[src/rtl/rti_pkg.sv]
`timescale 1ns / 1ps
// ----------------------------------------------------------------------------
// Ray/triangle intersection package
// Fixed widths and configuration register codes shared across the block.
// ----------------------------------------------------------------------------
package rti_pkg;

  localparam int TAG_W     = 16;
  localparam int CFG_IDX_W = 3;

  typedef enum logic [CFG_IDX_W-1:0] {
    REG_ORIGIN_X = 3'd0,
    REG_ORIGIN_Y = 3'd1,
    REG_ORIGIN_Z = 3'd2,
    REG_AIM_X    = 3'd3,
    REG_AIM_Y    = 3'd4,
    REG_AIM_Z    = 3'd5
  } cfg_reg_e;

endpackage

[src/rtl/rti_diff.sv]
`timescale 1ns / 1ps
// ----------------------------------------------------------------------------
// Edge and offset stage
// Forms the ray direction, both triangle edges and the origin offset.
// ----------------------------------------------------------------------------
module rti_diff #(
  parameter int COORD_BITS = 16
) (
  input  logic                            clk_i,
  input  logic                            rst_ni,
  input  logic                            vld_i,
  output logic                            rdy_o,
  output logic                            vld_o,
  input  logic                            rdy_i,
  input  logic [rti_pkg::TAG_W-1:0]       tag_i,
  input  logic signed [COORD_BITS-1:0]    org_i [3],
  input  logic signed [COORD_BITS-1:0]    aim_i [3],
  input  logic signed [COORD_BITS-1:0]    va_i  [3],
  input  logic signed [COORD_BITS-1:0]    vb_i  [3],
  input  logic signed [COORD_BITS-1:0]    vc_i  [3],
  output logic [rti_pkg::TAG_W-1:0]       tag_o,
  output logic signed [COORD_BITS:0]      dir_o [3],
  output logic signed [COORD_BITS:0]      e1_o  [3],
  output logic signed [COORD_BITS:0]      e2_o  [3],
  output logic signed [COORD_BITS:0]      s_o   [3]
);
  localparam int DW = COORD_BITS + 1;

  logic                  vld_q;
  logic [rti_pkg::TAG_W-1:0] tag_q;
  logic signed [DW-1:0]  dir_d [3], e1_d [3], e2_d [3], s_d [3];
  logic signed [DW-1:0]  dir_q [3], e1_q [3], e2_q [3], s_q [3];

  assign rdy_o = !vld_q || rdy_i;

  always_comb begin
    for (int k = 0; k < 3; k++) begin
      dir_d[k] = DW'(aim_i[k]) - DW'(org_i[k]);
      e1_d[k]  = DW'(vb_i[k]) - DW'(va_i[k]);
      e2_d[k]  = DW'(vc_i[k]) - DW'(va_i[k]);
      s_d[k]   = DW'(org_i[k]) - DW'(va_i[k]);
    end
  end

  always_ff @(posedge clk_i or negedge rst_ni) begin
    if (!rst_ni) begin
      vld_q <= 1'b0;
    end else if (rdy_o) begin
      vld_q <= vld_i;
    end
  end

  always_ff @(posedge clk_i) begin
    if (rdy_o && vld_i) begin
      tag_q <= tag_i;
      for (int k = 0; k < 3; k++) begin
        dir_q[k] <= dir_d[k];
        e1_q[k]  <= e1_d[k];
        e2_q[k]  <= e2_d[k];
        s_q[k]   <= s_d[k];
      end
    end
  end

  assign vld_o = vld_q;
  assign tag_o = tag_q;
  assign dir_o = dir_q;
  assign e1_o  = e1_q;
  assign e2_o  = e2_q;
  assign s_o   = s_q;
endmodule

[config.mk]
export PLATFORM = sky130hd
export DESIGN_NAME = rti_diff
export DESIGN_NICKNAME = d
export VERILOG_FILES = /design/src/rtl/rti_pkg.sv /design/src/rtl/rti_diff.sv
export SDC_FILE = /design/constraint.sdc
export NUM_CORES = 1
export LEC_CHECK = 0
export ABC_AREA = 1
export BUFFER_PORTS_ARGS = -buffer_cell sky130_fd_sc_hd__buf_2
export CORE_ASPECT_RATIO = 1.75
export CORE_MARGIN = 2
export CORE_UTILIZATION = 50
export CTS_CLUSTER_SIZE = 16
export DETAILED_ROUTE_END_ITERATION = 8
export PLACE_DENSITY = 0.79
export SETUP_SLACK_MARGIN = 0.4
export SLEW_MARGIN = 20
export SYNTH_ARGS = -nofsm -noshare
export SYNTH_HDL_FRONTEND = slang
export SYNTH_SLANG_ARGS = --single-unit
export TNS_END_PERCENT = 20
[constraint.sdc]
create_clock -name clk_i -period 11.6 [get_ports clk_i]
set_input_delay 1.74 -clock clk_i [delete_from_list [all_inputs] [get_ports clk_i]]
set_output_delay 1.74 -clock clk_i [all_outputs]
set_load 0.01 [all_outputs]
After elaboration in Yosys (flattened, before gate mapping)

Index checks and enable logic that the tools add are counted.

Flip-flop bits (word level): 221
Output and inout port bits: 222
Input port bits: 260
Logic and storage cells: 29

Add/sub/neg operators: 12
Reduce and logical (&&, ||, !) cells: 3

Operators with widths:

| operator            | number |
|---|---|
| $sub A16 B16 Y17    | 12 |
| $logic_and A1 B1 Y1 | 1 |
| $logic_not A1 Y1    | 1 |
| $logic_or A1 B1 Y1  | 1 |

Longest topological paths before layout

Gate-level depths: netlist of the first run.

Word-level depth: 3
Depth in mapped cells: 12
Gate-level depth less buffers: 12

Worst setup path before layout of the first run

Ideal clock, no wire load.

Path kind: input to register
Start point: in vld_i
End point: reg dir_q, in the netlist dir_o[0], enable pin
Library setup time: 0.874 ns
Data arrival time: 12.339 ns
Data required time: 10.726 ns
Path slack: -1.612 ns
Buffers on the path: 0
Cell stages on the path: 2
Cells stage by stage: inv_1 a21oi_1

Word-level cells in the longest chain between the ends: 1

Ends and longest elaborated chain:

| element                       | RTL line       | RTL |
|---|---|---|
| start, declared               | rti_diff.sv:11 | `input logic vld_i,` |
| $logic_and A1 B1 Y1           | rti_diff.sv:54 | `if (rdy_o && vld_i) begin` |
| end signal, assigned by index | rti_diff.sv:57 | `dir_q[k] <= dir_d[k];` |
| end, declared                 | rti_diff.sv:32 | `logic signed [DW-1:0] dir_q [3], e1_q [3], e2_q [3], s_q [3];` |

Every way passes these cells.
A chain may end at the register's enable or synchronous reset.

Worst setup path in the final report of the first run

Start point: in rdy_i
End point: reg s_q, in the netlist s_o[28], enable pin

Word-level cells in the longest chain between the ends: 2

Ends and longest elaborated chain:

| element                       | RTL line       | RTL |
|---|---|---|
| start, declared               | rti_diff.sv:14 | `input logic rdy_i,` |
| $logic_or A1 B1 Y1            | rti_diff.sv:34 | `assign rdy_o = !vld_q \|\| rdy_i;` |
| $logic_and A1 B1 Y1           | rti_diff.sv:54 |  |
| end signal, assigned by index | rti_diff.sv:60 | `s_q[k] <= s_d[k];` |
| end, declared                 | rti_diff.sv:32 |  |

Every way passes these cells.

==> run summary, run 1 <==
Total gr overflow: 0
Final Hold Vio Count: 0
Setup WS pre-CTS: 6.880 ns
Yosys warns: 0
Post-synthesis mux area share: 0
H-tree levels: 1
Detailed Route Iter0 Violations: 607
Fin. max-slew vios: 0
CP Cell Sequence: buf_2 > inv_1 > a21oi_4 > buf_4 > buf_4
Crit path time final: 4.196 ns
Worst skew pair latency: 0.55 ns
Routed via count: 18320
Synthesized Nets: 3193
XOR/XNOR Fraction of Synth Area: 0.03877
Share of cells above drive strength 1: 0.1870
Synth area leader: edfxtp_1
Seq. cell area: 0.006631 mm2
Slew headroom: 0.3410
R2r setup slk: 8.29 ns
Worst VDD drop: 0.0001043 V
Worst path required time: 11.77 ns
Post-Synth Simple-Gate Area: 0.3048
Crit path from: rdy_i
Largest family of logic cells by synthesized area: simple AND/OR/NAND/NOR gates
Worst-case clock buffer depth: 3
Synth top area share: 0.3481
Reg-to-reg startpoint: vld_o
Final antenna-violating net count: 0
CTS Buf Count: 24
Fillers: 3514
Cts hold-fix bufs: 0
Post-Syn Instances: 2729
Worst Hold Slack: 0.6161 ns
CP max-delay cell: buf_4
Antenna violations before repair: 12
DP Wirelength: 48.28 mm
IO Count: 482
WL final: 57.38 mm
Crit path depth: 5
Global-route wire length before repair: 87.46 mm
Status: finished clean
Final Cycle Share: 0.3617
Die width: 151.3 um
Die area: 0.03959 mm2
Commonest non-fill, non-tap cell in the layout: nand2_1
Crit-path most repeated cell: buf_4
Pwr/cell area: 116.9 mW/mm2
Total power: 2.669 mW
RSZ-0062 raised after global routing: false
FF+latch count, synth: 221
R2R Path End: s_o[28]
Critical Path Fanout Max: 63
CP Capture Type: register
Crit path buf inv count: 4
CTS root buffer: clkbuf_16
Number of instances resized during post-cts repair: 0
Sequential area share after synthesis: 0.3494
Slew @ Worst Pin: 0.9885 ns
Adder-cell share of the synthesized area: 0.1392
Kind of cell adding the most delay to the critical path: buffers and inverters
Leakage power: 13.75 nW
Synthesized area: 0.01898 mm2
Max_cap viols: 0
Setup TNS: 0 ns
Worst Hold Class: reg2reg
Core region area: 0.03752 mm2
NumNets Final: 3703
Die H: 261.7 um
1st-pass router iterations: 8
Largest net degree at the start of global routing: 70
Starting Density: 0.5058
Area of the multi-input gates: 0.009779 mm2
Largest cells by area after synthesis: edfxtp_1, nand2_1, inv_1
Area grow syn2layout: 20.25%
CP Class: in2reg
Final setup viols: 0
Via-to-Cell Ratio: 4.893
Final core utilization: 0.6083
Post-synth cell types: 17
Routed length per instance: 15.32 um
Final setup skew: 0.01534 ns
Commonest non-fill, non-tap cells in the layout: nand2_1, inv_1, buf_2
# rows: 94
DRC viols: 0
Syn_area_per_cell: 6.954 um2
Fmax: 238.3 MHz
Startpoint Class: primary input
RD Place Congestion: 0.9644
HP Start: vld_o
Crit-path max cell delay: 0.78 ns
Arrival time worst endpoint: 4.36 ns
PnR worst setup slack: 7.404 ns
CTS sink count: 221
Post-CTS Setup Bufs: 0
Vias in the first global route: 17960
Clk pin slew, worst setup/hold paths: 0.06 ns
Setup crit end: s_o[28]
Synth Area in Compound Gates: 0.03191
Port Buffers: 481
Total track usage: 0.2860
TritonCTS clock tree: yes
R2R depth: 3
[worst min-delay path, delay by kind of cell (launching register included)]
family,cells,cell delay (ns)
flops,1,0.42
simple gates,2,0.16
[synthesized netlist by cell type]
library cell / count
ha_1: 192
nor2_1: 86
nor3_4: 1
fa_1: 12
xnor2_1: 26
edfxtp_1: 220
or2_1: 14
nand2_2: 48
xor2_1: 58
inv_1: 665
nor3_2: 18
dfrtp_1: 1
nor3_1: 29
nand2_1: 1082
a21oi_1: 121
nand3_1: 134
inv_2: 22
[cells by family (layout without fill, tap and decap cells)]
family          after synthesis  in the layout
compound gates              121            121
xor+xnor                     84             84
fa+ha+maj                   204            204
buf+inv                     687           1214
flops                       221            221
other cells                   0              9
simple gates               1412           1412
[worst min path at each step]
stage | endpoint | cells past startpoint
finish | vld_o | 2
global route | vld_o | 2
CTS | vld_o | 2
detailed placement | vld_o | 2
global placement | vld_o | 2
floorplan | vld_o | 2
[where the power goes]
part | internal [mW] | total [mW] | leakage, nW | switching, mW
Clock | 0.445 | 0.788 | 0.379 | 0.344
Combinational | 0.307 | 0.857 | 11.3 | 0.550
Sequential | 1.00 | 1.02 | 2.11 | 0.0238
Total | 1.75 | 2.67 | 13.7 | 0.918
[layer usage]
metal  vias up  track usage  share of wire  wire length [um]
met5         -            0        0.00042                24
met4         4       0.2196          0.085              4852
met1      8127       0.2595           0.33             18880
li1       9337            -              -                 -
met3       236      0.06354          0.068              3896
met2       620       0.5382           0.52             29730
[through the flow]
step                      instances  instance area (um2)
after floorplan                2729                18980
after global placement         3693                22020
after detailed placement       3693                22020
after CTS                      3736                22800
after global routing           3743                22820
final                          3745                22820
[registers in the layout, indices dropped and copies added (netlist names)]
signal,flops
e2_o,51
dir_o,51
e1_o,51
tag_o,16
vld_o,1
s_o,51
[area by class of cell]
class / count / share of cell area
multi-input combinational: 1821 / 0.4285
sequential: 221 / 0.2906
inverter: 687 / 0.1130
timing repair buffer: 484 / 0.1065
clock buffer: 32 / 0.02895
tap: 480 / 0.02632
clock inverter: 11 / 0.005208
antenna: 9 / 0.0009868
Note: power is estimated with default switching activity, not from simulation.
==> run 2: changes to the inputs <==
==> constraint.sdc (replaced) <==
create_clock -name clk_i -period 3.77 [get_ports clk_i]
set_input_delay 0.5655 -clock clk_i [delete_from_list [all_inputs] [get_ports clk_i]]
set_output_delay 0.5655 -clock clk_i [all_outputs]
set_load 0.01 [all_outputs]
==> run summary, run 2 (synthesis gave the netlist of run 1 again) <==
Status: finished clean
Startpoint Class: register
Worst Hold Class: in2reg
H-tree levels: 1
TritonCTS clock tree: yes
Critical Path Fanout Max: 1
1st-pass router iterations: 7
Crit-path max cell delay: 0.50 ns
Total track usage: 0.2965
Die width: 151.3 um
Fmax: 552.1 MHz
RD Place Congestion: 0.9721
WL final: 59.41 mm
Routed length per instance: 15.86 um
Crit path from: e1_o[44]
Core region area: 0.03752 mm2
Largest net degree at the start of global routing: 86
Fin. max-slew vios: 0
Final Hold Vio Count: 0
Worst skew pair latency: 0.55 ns
WL met3: 4.470 mm
Slew @ Worst Pin: 0.5356 ns
Worst path required time: 3.20 ns
R2R Path End: s_o[50]
Share of cells above drive strength 1: 0.1893
Post-CTS Setup Bufs: 0
Final Cycle Share: 0.4804
Final setup skew: 0.02137 ns
Routed via count: 18410
Setup crit end: e1_o[44]
CP Cell Sequence: buf_2
CP Class: reg2out
CTS root buffer: clkbuf_16
NumNets Final: 3706
RSZ-0062 raised after global routing: false
Vias in the first global route: 18020
# rows: 94
Crit path buf inv count: 1
R2R depth: 3
Crit path time final: 1.811 ns
Arrival time worst endpoint: 1.25 ns
Via-to-Cell Ratio: 4.915
Starting Density: 0.5058
Leakage power: 13.80 nW
DRC viols: 0
Top routing layer used: met4
Setup TNS: 0 ns
Port Buffers: 481
Antenna violations before repair: 7
Max_cap viols: 0
Die H: 261.7 um
Pwr/cell area: 365.6 mW/mm2
Die area: 0.03959 mm2
CTS Buf Count: 24
Crit path depth: 1
Commonest non-fill, non-tap cell in the layout: nand2_1
Slew headroom: 0.6429
Commonest non-fill, non-tap cells in the layout: nand2_1, inv_1, buf_2
Area grow syn2layout: 20.95%
Final antenna-violating net count: 0
CTS sink count: 221
Clk pin slew, worst setup/hold paths: 0.07 ns
Total gr overflow: 0
R2r setup slk: 2.09 ns
Metal2 WL: 31.40 mm
Reg-to-reg startpoint: vld_o
Kind of cell adding the most delay to the critical path: flip-flops
Met1 wire length: 19.12 mm
DP Wirelength: 49.48 mm
Worst-case clock buffer depth: 3
CP max-delay cell: edfxtp_1
Worst VDD drop: 0.0003360 V
Detailed Route Iter0 Violations: 697
Total power: 8.391 mW
IO Count: 482
CP Capture Type: primary output
Final setup viols: 0
Global-route wire length before repair: 90.07 mm
[run 2: cell count changes in the layout (fill, tap and decap cells not counted), moves of 2 or more]
| cell | delta |
|---|---|
| buf_4 | -2 |
| clkbuf_8 | -3 |
| clkbuf_1 | -3 |
| bufinv_16 | +2 |
| inv_1 | -2 |
| diode_2 | -2 |
| buf_12 | +4 |
[run 2: final cells by class]
class / instances / area (um2)
clock buffers: 26 / 608.1
flip-flops and latches: 221 / 6631
multi-input cells: 1821 / 9779
inverters: 687 / 2591
diodes: 7 / 17.52
repair buffers: 487 / 2505
clock inverters: 17 / 221.5
well taps: 480 / 600.6
fillers: 3464 / 14560
[run 2: routing by layer]
| metal | up-vias | global-route usage |
|---|---|---|
| li1 | 9338 | - |
| met1 | 8174 | 0.2738 |
| met2 | 686 | 0.5711 |
| met3 | 214 | 0.05920 |
| met4 | 0 | 0.1991 |
| met5 | - | 0 |
[run 2: how the worst min path moves through the flow]
stage / from / to / slack, ns / cells past startpoint
finish: tag_i[14] / tag_o[14] / 0.17 / 1
global route: tag_i[4] / tag_o[4] / 0.16 / 1
CTS: tag_i[14] / tag_o[14] / 0.15 / 1
detailed placement: rst_ni / vld_o / 0.34 / 1
floorplan: rst_ni / vld_o / 0.27 / 0
global placement: rst_ni / vld_o / 0.34 / 1
[run 2: repair_timing]
| item | in CTS | in global routing |
|---|---|---|
| endpoints found under the hold margin | 1 | 0 |
| resized for setup | 0 | 0 |
| hold buffers | 1 | 0 |
[run 2: power breakdown]
group          total (mW)  internal, mW  switching, mW
clock network        2.56          1.46           1.11
registers            3.16          3.07         0.0841
logic                2.67         0.957           1.71
total                8.39          5.49           2.90
[run 2: worst register-to-register path, delay by kind of cell (launching register included)]
family                 cells  cell delay (ns)
buffers and inverters      2             0.53
DFF                        1             0.42
AOI/OAI and AO/OA          1             0.32
[run 2: per-stage QoR]
step | hold slack [ns] | setup WS, ns | cells | instance area [um2] | util
floorplan | 0.2699 | -0.8571 | 2729 | 19000 | -
global placement | 0.3412 | 1.483 | 3695 | 22100 | 0.5890
detailed placement | 0.3414 | 1.454 | 3695 | 22100 | 0.5890
CTS | 0.1542 | 1.918 | 3739 | 22940 | 0.6114
global route | 0.1573 | 1.800 | 3746 | 22950 | 0.6118
finish | 0.1744 | 1.959 | 3746 | 22950 | 0.6118
