[src/rtl/rti_pkg.sv]
`timescale 1ns / 1ps
// ----------------------------------------------------------------------------
// Ray/triangle intersection package
// Fixed widths and configuration register codes shared across the block.
// ----------------------------------------------------------------------------
package rti_pkg;

  localparam int TAG_W     = 16;
  localparam int CFG_IDX_W = 3;

  typedef enum logic [CFG_IDX_W-1:0] {
    REG_ORIGIN_X = 3'd0,
    REG_ORIGIN_Y = 3'd1,
    REG_ORIGIN_Z = 3'd2,
    REG_AIM_X    = 3'd3,
    REG_AIM_Y    = 3'd4,
    REG_AIM_Z    = 3'd5
  } cfg_reg_e;

endpackage

[src/rtl/rti_decide.sv]
`timescale 1ns / 1ps
// ----------------------------------------------------------------------------
// Decision stage
// Applies the sign-aware barycentric and distance bounds; holds the result.
// ----------------------------------------------------------------------------
module rti_decide #(
  parameter int COORD_BITS = 16
) (
  input  logic                            clk_i,
  input  logic                            rst_ni,
  input  logic                            vld_i,
  output logic                            rdy_o,
  output logic                            vld_o,
  input  logic                            rdy_i,
  input  logic [rti_pkg::TAG_W-1:0]       tag_i,
  input  logic signed [3*COORD_BITS+5:0]  det_i,
  input  logic signed [3*COORD_BITS+5:0]  un_i,
  input  logic signed [3*COORD_BITS+5:0]  vn_i,
  input  logic signed [3*COORD_BITS+5:0]  tn_i,
  output logic [rti_pkg::TAG_W-1:0]       tag_o,
  output logic                            hit_o
);
  localparam int SW = 3 * COORD_BITS + 6;

  logic                      vld_q, hit_q, hit_d;
  logic [rti_pkg::TAG_W-1:0] tag_q;
  logic signed [SW:0]        uv, det_x;
  logic                      un_le0, vn_le0, pos_ok, neg_ok;

  assign rdy_o = !vld_q || rdy_i;

  // A negative det flips every bound instead of negating the four sums.
  always_comb begin
    uv     = (SW + 1)'(un_i) + (SW + 1)'(vn_i);
    det_x  = (SW + 1)'(det_i);
    un_le0 = un_i[SW-1] || (un_i == '0);
    vn_le0 = vn_i[SW-1] || (vn_i == '0);
    pos_ok = !un_i[SW-1] && (un_i <= det_i) && !vn_i[SW-1] && (uv <= det_x)
             && !tn_i[SW-1] && (tn_i != '0);
    neg_ok = un_le0 && (un_i >= det_i) && vn_le0 && (uv >= det_x) && tn_i[SW-1];
    hit_d  = (det_i != '0) && (det_i[SW-1] ? neg_ok : pos_ok);
  end

  always_ff @(posedge clk_i or negedge rst_ni) begin
    if (!rst_ni) begin
      vld_q <= 1'b0;
    end else if (rdy_o) begin
      vld_q <= vld_i;
    end
  end

  always_ff @(posedge clk_i) begin
    if (rdy_o && vld_i) begin
      tag_q <= tag_i;
      hit_q <= hit_d;
    end
  end

  assign vld_o = vld_q;
  assign tag_o = tag_q;
  assign hit_o = hit_q;
endmodule

[config.mk]
export PLATFORM = sky130hd
export DESIGN_NAME = rti_decide
export DESIGN_NICKNAME = d
export VERILOG_FILES = /design/src/rtl/rti_pkg.sv /design/src/rtl/rti_decide.sv
export SDC_FILE = /design/constraint.sdc
export NUM_CORES = 1
export LEC_CHECK = 0
export BUFFER_PORTS_ARGS = -buffer_cell sky130_fd_sc_hd__buf_2
export CORE_MARGIN = 1.5
export CORE_UTILIZATION = 47
export CTS_BUF_LIST = sky130_fd_sc_hd__clkbuf_4 sky130_fd_sc_hd__clkbuf_8
export DETAILED_ROUTE_END_ITERATION = 12
export GPL_ROUTABILITY_DRIVEN = 0
export PLACE_DENSITY_LB_ADDON = 0.12
export REMOVE_ABC_BUFFERS = 1
export SKIP_CTS_REPAIR_TIMING = 1
export SLEW_MARGIN = 10
export SYNTH_ARGS = -nofsm -noshare
export SYNTH_HDL_FRONTEND = slang
export SYNTH_SLANG_ARGS = --single-unit
[constraint.sdc]
create_clock -name clk_i -period 1.3 [get_ports clk_i]
set_input_delay 0.065 -clock clk_i [delete_from_list [all_inputs] [get_ports clk_i]]
set_output_delay 0.065 -clock clk_i [all_outputs]
set_load 0.05 [all_outputs]
; ---- Word level (Yosys, flattened, before mapping)
; Index checks and enable logic that the tools add are counted.
[op_classes]
addsub = 1
n_mul = 0
div_mod_pow = 0
magnitude_cmp = 4
eq_ne = 0
shifts = 0
n_mux = 1
bitwise_logic = 0
reduce_logical = 22
[op_table]
columns = op, n
row1 = $logic_not A54 Y1, 2
row2 = $reduce_bool A54 Y1, 2
row3 = $add A54 B54 Y55, 1
row4 = $ge A55 B54 Y1, 1
row5 = $le A55 B54 Y1, 1
row6 = $ge A54 B54 Y1, 1
row7 = $le A54 B54 Y1, 1
row8 = $logic_and A1 B1 Y1, 11
row9 = $logic_not A1 Y1, 4
row10 = $logic_or A1 B1 Y1, 3
row11 = $mux W1, 1
[word_totals]
reg_bits = 18
latchBits = 0
ram_bits = 0
rom_bits = 0
output_inout_bits = 19
n_memories = 0

; ---- Logic depth before layout (Yosys ltp)
; Gate-level depths: netlist of run 1.
[logic_depth]
depth_word = 8
mapped_depth = 24
ltp_nobuf = 24

; ---- Least setup slack after synthesis of run 1
; OpenSTA, ideal clock, no wires.
[synth_timing]
path_type = input port to flip-flop
from = in un_i[0]
to = reg hit_q (netlist: hit_o) (data pin)
setup_ns = 0.261
arrival_ns = 4.190
path_slack_ns = -3.150
cell_stages = 22
path_cell_list = ha_1 inv_1 fa_1 nand2b_1 a21oi_1 o211ai_1 a21oi_2 nand3_1 a311oi_2 o21bai_2 a21oi_2 a41o_1 o22ai_1 ha_1 nand4_1 or2_2 nor3_1 nand3_1 a21oi_1 nor4b_1 xnor2_1 o311a_1
[synth_between]
elab_chain_cells = 8
elab_cells_between_ends = 18
classes_between = add/sub (1) / order compare (4) / mux (1) / reduce/logical (12)
[synth_lines]
columns = item, line_no
row1 = from (decl), rti_decide.sv:17  ; input logic signed [3*COORD_BITS+5:0] un_i,
row2 = "parallel branches: the longest is 6 deep, another holds $add A54 B54 Y55", -
row3 = $mux W1 (*), rti_decide.sv:41  ; hit_d = (det_i != '0) && (det_i[SW-1] ? neg_ok : pos_ok);
row4 = $logic_and A1 B1 Y1 (*), rti_decide.sv:41
row5 = net hit_d, rti_decide.sv:25  ; logic vld_q, hit_q, hit_d;
row6 = to (signal assigned), rti_decide.sv:55  ; hit_q <= hit_d;
row7 = to (decl), rti_decide.sv:25
; Mark *: on every way through the listed nets, which the timed path passes.
; A chain may end at the register's enable or synchronous reset.

; ---- Worst setup path after layout of run 1
[layout_timing]
from = in vn_i[0]
to = reg hit_q (netlist: hit_o) (data pin)
[layout_between]
elab_chain_cells = 7
elab_cells_between_ends = 13
classes_between = add/sub (1) / order compare (2) / mux (1) / reduce/logical (9)
[layout_lines]
columns = item, line_no
row1 = from (decl), rti_decide.sv:18  ; input logic signed [3*COORD_BITS+5:0] vn_i,
row2 = $add A54 B54 Y55 or $logic_not A54 Y1 (tied branches), "rti_decide.sv:34, rti_decide.sv:37"
row3 = $le A55 B54 Y1 or $logic_or A1 B1 Y1 (tied branches), "rti_decide.sv:38, rti_decide.sv:37"
row4 = "$logic_and A1 B1 Y1, on equally long branches", "rti_decide.sv:38, rti_decide.sv:40"
row5 = "$logic_and A1 B1 Y1, on equally long branches (2 in series)", "rti_decide.sv:39, rti_decide.sv:40"
row6 = $mux W1 (*), rti_decide.sv:41
row7 = $logic_and A1 B1 Y1 (*), rti_decide.sv:41
row8 = net hit_d, rti_decide.sv:25
; The timed path passes the listed nets; every way through them passes the cells marked *.

==> metrics.cfg, run 1 <==
[run_status]
status=finished, violations left
violations=setup timing

[power_and_ir_drop]
pwr-share-comb_pct=81.2
p_sw_mw=2.72
power_leakage_nw=6.19
power_density_nw_per_um2=557
swShare_pct=43.5
pwr-share-seq_pct=11.0
peakVddDrop_v=0.000494
intPower_mw=3.53
clkPwrFrac_pct=7.8

[grt]
antenna_found_initial=0
grt_max_degree=17
grt_first_pass_wirelength_mm=40.8
grt_pass1_vias=8853
overflow=0
grtUsageTotal_pct=34.7

[sta]
rsz0062_at_grt=yes
maxSlewViolCount=0
timing.setup.tns_ns=-2.93
max_slew_margin_pct=64.6
finalCriticalPeriod_ns=4.23
setup_viol=1
fmax_ghz=0.237
final_hold_viol_count=0
fin_crit_sh_pct=325
tightest_slew_ns=0.526
setup_ws_ns=-2.93
skew_ns=0.0225

[cts]
clk_path_buf_depth=2
cts_tree=yes
clk_pin_slew_ns=0.09
clockRootBuffer=clkbuf_8
worstSkewPairLatency_ns=0.27
numCtsBuffers=3
cts_sinks=18
cts.htree.levels=1

[worst_setup_path]
slowest_delay_ns=0.53
end_kind=flop
path_max_fanout=5
arrival_ns=4.26
start_kind=input pin
worstSetupPathType=input pin to flop
crit_chain=buf_8 > ha_4 > inv_2 > fa_2 > nand2b_4 > a21oi_4 > o211ai_1 > a21oi_2 > nand3_2 > a311oi_4 > o21bai_2 > a21oi_2 > buf_4 > a2111oi_4 > nor3_2 > ha_1 > a21o_1 > a21o_1 > a21oi_1 > o21ai_2 > or4_1 > o21ai_1 > o2bb2ai_1 > o311a_1
required_ns=1.33
r2r_cells=3
slowest_stage=or4_1

[placement]
dp_cells=1622
post-dp-hpwl_mm=23.5
io_buffers=254

[drt]
drt_iter0_drc=599
routedWlPerCell_um=17.2
first_pass_iters=7
ant_nets=0
wl_mm=28.2
post-route-drc-count=0
vias_per_cell=5.69
num_vias=9351

[floorplan]
ios=255
start_util_pct=47.9
die_x_um=121
coreArea_um2=13800
die_area_um2=14800
rows=43
die_height_um=121

[synthesis]
ys_ff_latch=18
synth-simple-area-share_pct=21.5
synth_compound_area_share_pct=27.6
synthMuxAreaShare_pct=0
synth_area_leader_cell=ha_1
synthAdderAreaFrac_pct=31.2
syn-instance-count=849
synth_area_per_cell_um2=7.77
syn_area_um2=6600
synth_top_family_by_area=adder cells
yosys.area_share.xor_xnor_pct=6.37
ys_top_cells_by_area=ha_1, a21o_1, edfxtp_1
yosysTopAreaCellShare_pct=30.9
ys_warn_count=0
synth_seq_area_share_pct=8.12
ys_types=60
synth_ff_type=edfxtp_1
synth_edf_count=17
async_flop_share_pct=5.56
netlist_top_cells_count=ha_1, a21oi_1, a21o_1
synth_most_common_cell=ha_1

[finish]
syn2layout_area_growth_pct=69.9
diodes=0
finalNonFillerCells=1644
fill_cells=977
finalNetCount=1865
multiInputGateArea_um2=5990
seq_area_um2=536
drive_gt1_share_pct=45.2

[flow_run]
drv_cap=0

[min_path]
min_path_type=input pin to flop
hold_path_depth=1

worst paths after layout:
check / start / end / slack, ns
worst max-delay path: vn_i[0] / hit_o / -2.93
worst min-delay path: tag_i[10] / tag_o[10] / 0.0002
worst max register to register: vld_o / tag_o[7] / 0.10
worst min register to register: vld_o / vld_o / 0.58
max in group asynchronous: rst_ni / vld_o / 1.10
min in group asynchronous: rst_ni / vld_o / 0.12
final cells by class:
| class | count | area share, % |
|---|---|---|
| clock buffer | 4 | 0.491 |
| timing repair buffer | 624 | 36.8 |
| tap | 180 | 2.01 |
| multi-input combinational | 745 | 53.5 |
| sequential | 18 | 4.78 |
| inverter | 73 | 2.45 |
layer usage:
layer	up-vias	track usage [%]	wire length, um	part of all wire [%]
met2	423	62.3	14000	49
met1	4322	42.4	11100	39
met3	93	2.77	1790	6.3
met4	0	14.4	1370	4.9
li1	4513	-	-	-
met5	-	0	0	0
power by group through the flow:
stage	sequential, mW	clock (mW)	combinational (mW)
2_1_floorplan	0.803	0	2.39
3_3_place_gp	0.692	0	4.58
3_5_place_dp	0.695	0	4.68
4_1_cts	0.683	0.464	4.72
5_1_grt	0.686	0.500	5.54
6_report	0.684	0.490	5.07
worst max-delay path: cells and delay by family:
kind / cells / cell delay (ns)
AOI/OAI and AO/OA: 14 / 2.18
adders and majority gates: 3 / 0.74
buffers and inverters: 3 / 0.27
and+or+nand+nor: 4 / 1.00
flip-flops by register name, indices dropped and copies added, names as in the netlist:
| register | count |
|---|---|
| hit_o | 1 |
| tag_o | 16 |
| vld_o | 1 |
cell usage in the layout, fill, tap and decap left out, types with 3 or more instances in the layout:
cell / count
o21ai_0: 20
o21ai_1: 20
xnor2_1: 32
xor2_1: 16
nand4_1: 45
nor3_1: 9
a21o_1: 75
o21ai_2: 3
buf_2: 251
a21oi_2: 10
and2_1: 4
nor2_1: 40
ha_1: 156
nand2_1: 50
a31oi_1: 6
a21oi_1: 74
and3_1: 7
a211oi_1: 7
o21a_1: 5
nor2b_1: 8
nand3_1: 15
clkbuf_8: 4
nand2b_1: 8
edfxtp_1: 17
o211ai_1: 7
nor4_1: 54
or4_1: 5
and4_1: 4
dlygate4sd3_1: 15
o21bai_1: 11
a221oi_1: 3
ha_4: 7
buf_4: 355
a21oi_4: 4
inv_1: 72
cell families after synthesis:
group	Yosys count
buffers and inverters	86
AO/OA/AOI/OAI	271
XOR/XNOR	48
AND/OR/NAND/NOR	262
flip-flops	18
adder cells (fa/ha/maj)	164
metrics by stage:
stage | worst slack, ns | power (mW) | cell area [um^2] | utilization (%) | hold slack (ns)
finish | -2.93 | 6.25 | 11200 | 81.3 | 0.000225
global route | -3.14 | 6.73 | 11200 | 81.3 | 0.00713
CTS | -3.34 | 5.86 | 10700 | 78.0 | -0.422
detailed placement | -3.59 | 5.37 | 10700 | 77.6 | -0.158
global placement | -3.51 | 5.27 | 10700 | 77.6 | -0.160
floorplan | -3.15 | 3.19 | 6530 | - | -0.231
(Power assumes the default switching activity.)
==> run 2, diff against run 1 <==
GPL_TIMING_DRIVEN = 0   (was default)
==> metrics.cfg, run 2 (synthesis results as in run 1) <==
[floorplan]
ios=255
die_area_um2=14800
start_util_pct=47.9
coreArea_um2=13800
die_height_um=121
die_x_um=121
rows=43

[sta]
setup_viol=1
skew_ns=0.00136
max_slew_margin_pct=47.9
rsz0062_at_grt=yes
maxSlewViolCount=0
fmax_ghz=0.228
tightest_slew_ns=0.774
finalCriticalPeriod_ns=4.38
timing.setup.tns_ns=-3.08
final_hold_viol_count=0
setup_ws_ns=-3.08
fin_crit_sh_pct=337

[finish]
drive_gt1_share_pct=31.1
syn2layout_area_growth_pct=35.2
final_common_cell=buf_2
final_cell_mix=buf_2, ha_1, a21o_1
finalNetCount=1524
stdcell_area_um2=8920
fin_util_pct=64.8
largest_reg_flops=16

[worst_setup_path]
worstSetupPathType=input pin to flop
arrival_ns=4.36
path_max_fanout=3
start_kind=input pin
r2r_cells=2
end_kind=flop
required_ns=1.28

[flow_run]
drv_cap=0

[min_path]
min_path_type=input pin to flop
hold_path_depth=2

[placement]
io_buffers=254
pre_cts_slack_ns=-4.31
place_area_um2=8030
post-dp-hpwl_mm=20.0

[drt]
ant_nets=0
first_pass_iters=5
vias_per_cell=5.95
drt_iter0_drc=425
num_vias=7765
wl_mm=23.5
routedWlPerCell_um=18.0
post-route-drc-count=0

[cts]
worstSkewPairLatency_ns=0.25
cts_tree=yes
clockRootBuffer=clkbuf_8
cts_sinks=18
clk_pin_slew_ns=0.07
clk_path_buf_depth=2
numCtsBuffers=3
cts.htree.levels=1

[grt]
antenna_found_initial=1
grt_pass1_vias=7250
overflow=0
grt_max_degree=18
grt_first_pass_wirelength_mm=34.9
grtUsageTotal_pct=29.6

[power_and_ir_drop]
power_density_nw_per_um2=592
p_total_mw=5.28
peakVddDrop_v=0.000363
power_leakage_nw=4.51

[run_status]
violations=setup timing
status=finished, violations left

[run 2: changes by cell type in the layout (fill, tap and decap cells not counted), moves of 3 or more]
cell     change
buf_4      -344
ha_1        -18
a21oi_1      -3
ha_2         +3
ha_4        +15
o21ai_1      -3
[run 2: path summary, 6_finish.rpt]
path,start,endpoint,slack (ns)
setup / recovery,un_i[0],hit_o,-3.08
max in group asynchronous,rst_ni,vld_o,1.09
hold / removal,vld_i,vld_o,0.03
min in group asynchronous,rst_ni,vld_o,0.12
hold reg to reg,vld_o,vld_o,0.54
setup reg to reg,vld_o,hit_o,0.08
[run 2: layout make-up]
class	count	area [um^2]
fill	1273	4850
sequential	18	536
inverter	73	274
clock buffer	4	55.1
antenna	1	2.50
multi-input combinational	745	6290
timing repair buffer	283	1540
tap	180	225
[run 2: routing by layer]
| layer | up-vias | wire length [um] | track usage (%) |
|---|---|---|---|
| li1 | 3825 | - | - |
| met1 | 3575 | 9920 | 38.4 |
| met2 | 308 | 11200 | 51.5 |
| met3 | 57 | 1500 | 2.63 |
| met4 | 0 | 874 | 9.56 |
| met5 | - | 0 | 0 |
[run 2: report_power, final]
part           switching [mW]  internal [mW]
Clock                   0.172          0.268
Sequential            0.00717          0.673
Combinational            2.27           1.89
[run 2: per-stage QoR]
step	hold WS [ns]	std cells
2_1_floorplan	-0.231	836
3_5_place_dp	-0.160	1270
5_1_grt	0.0212	1303
3_3_place_gp	-0.161	1270
6_report	0.0254	1304
4_1_cts	-0.430	1274
[run 2: worst max-delay path, cell delays in order]
cell and delay [ns]:
buf_6 0.11, ha_4 0.15, inv_1 0.05, fa_2 0.37
nand2b_4 0.17, a21oi_4 0.19, o211ai_1 0.12, a21oi_2 0.21
buf_4 0.15, nand3_4 0.09, a311oi_4 0.29, o21bai_2 0.14
a21oi_4 0.16, a41o_1 0.24, o22ai_2 0.11, ha_4 0.29
nand4_1 0.12, or2_4 0.29, nor3_4 0.14, nand3_2 0.15
a21oi_4 0.17, nor4b_2 0.08, xnor2_1 0.13, o311a_1 0.34
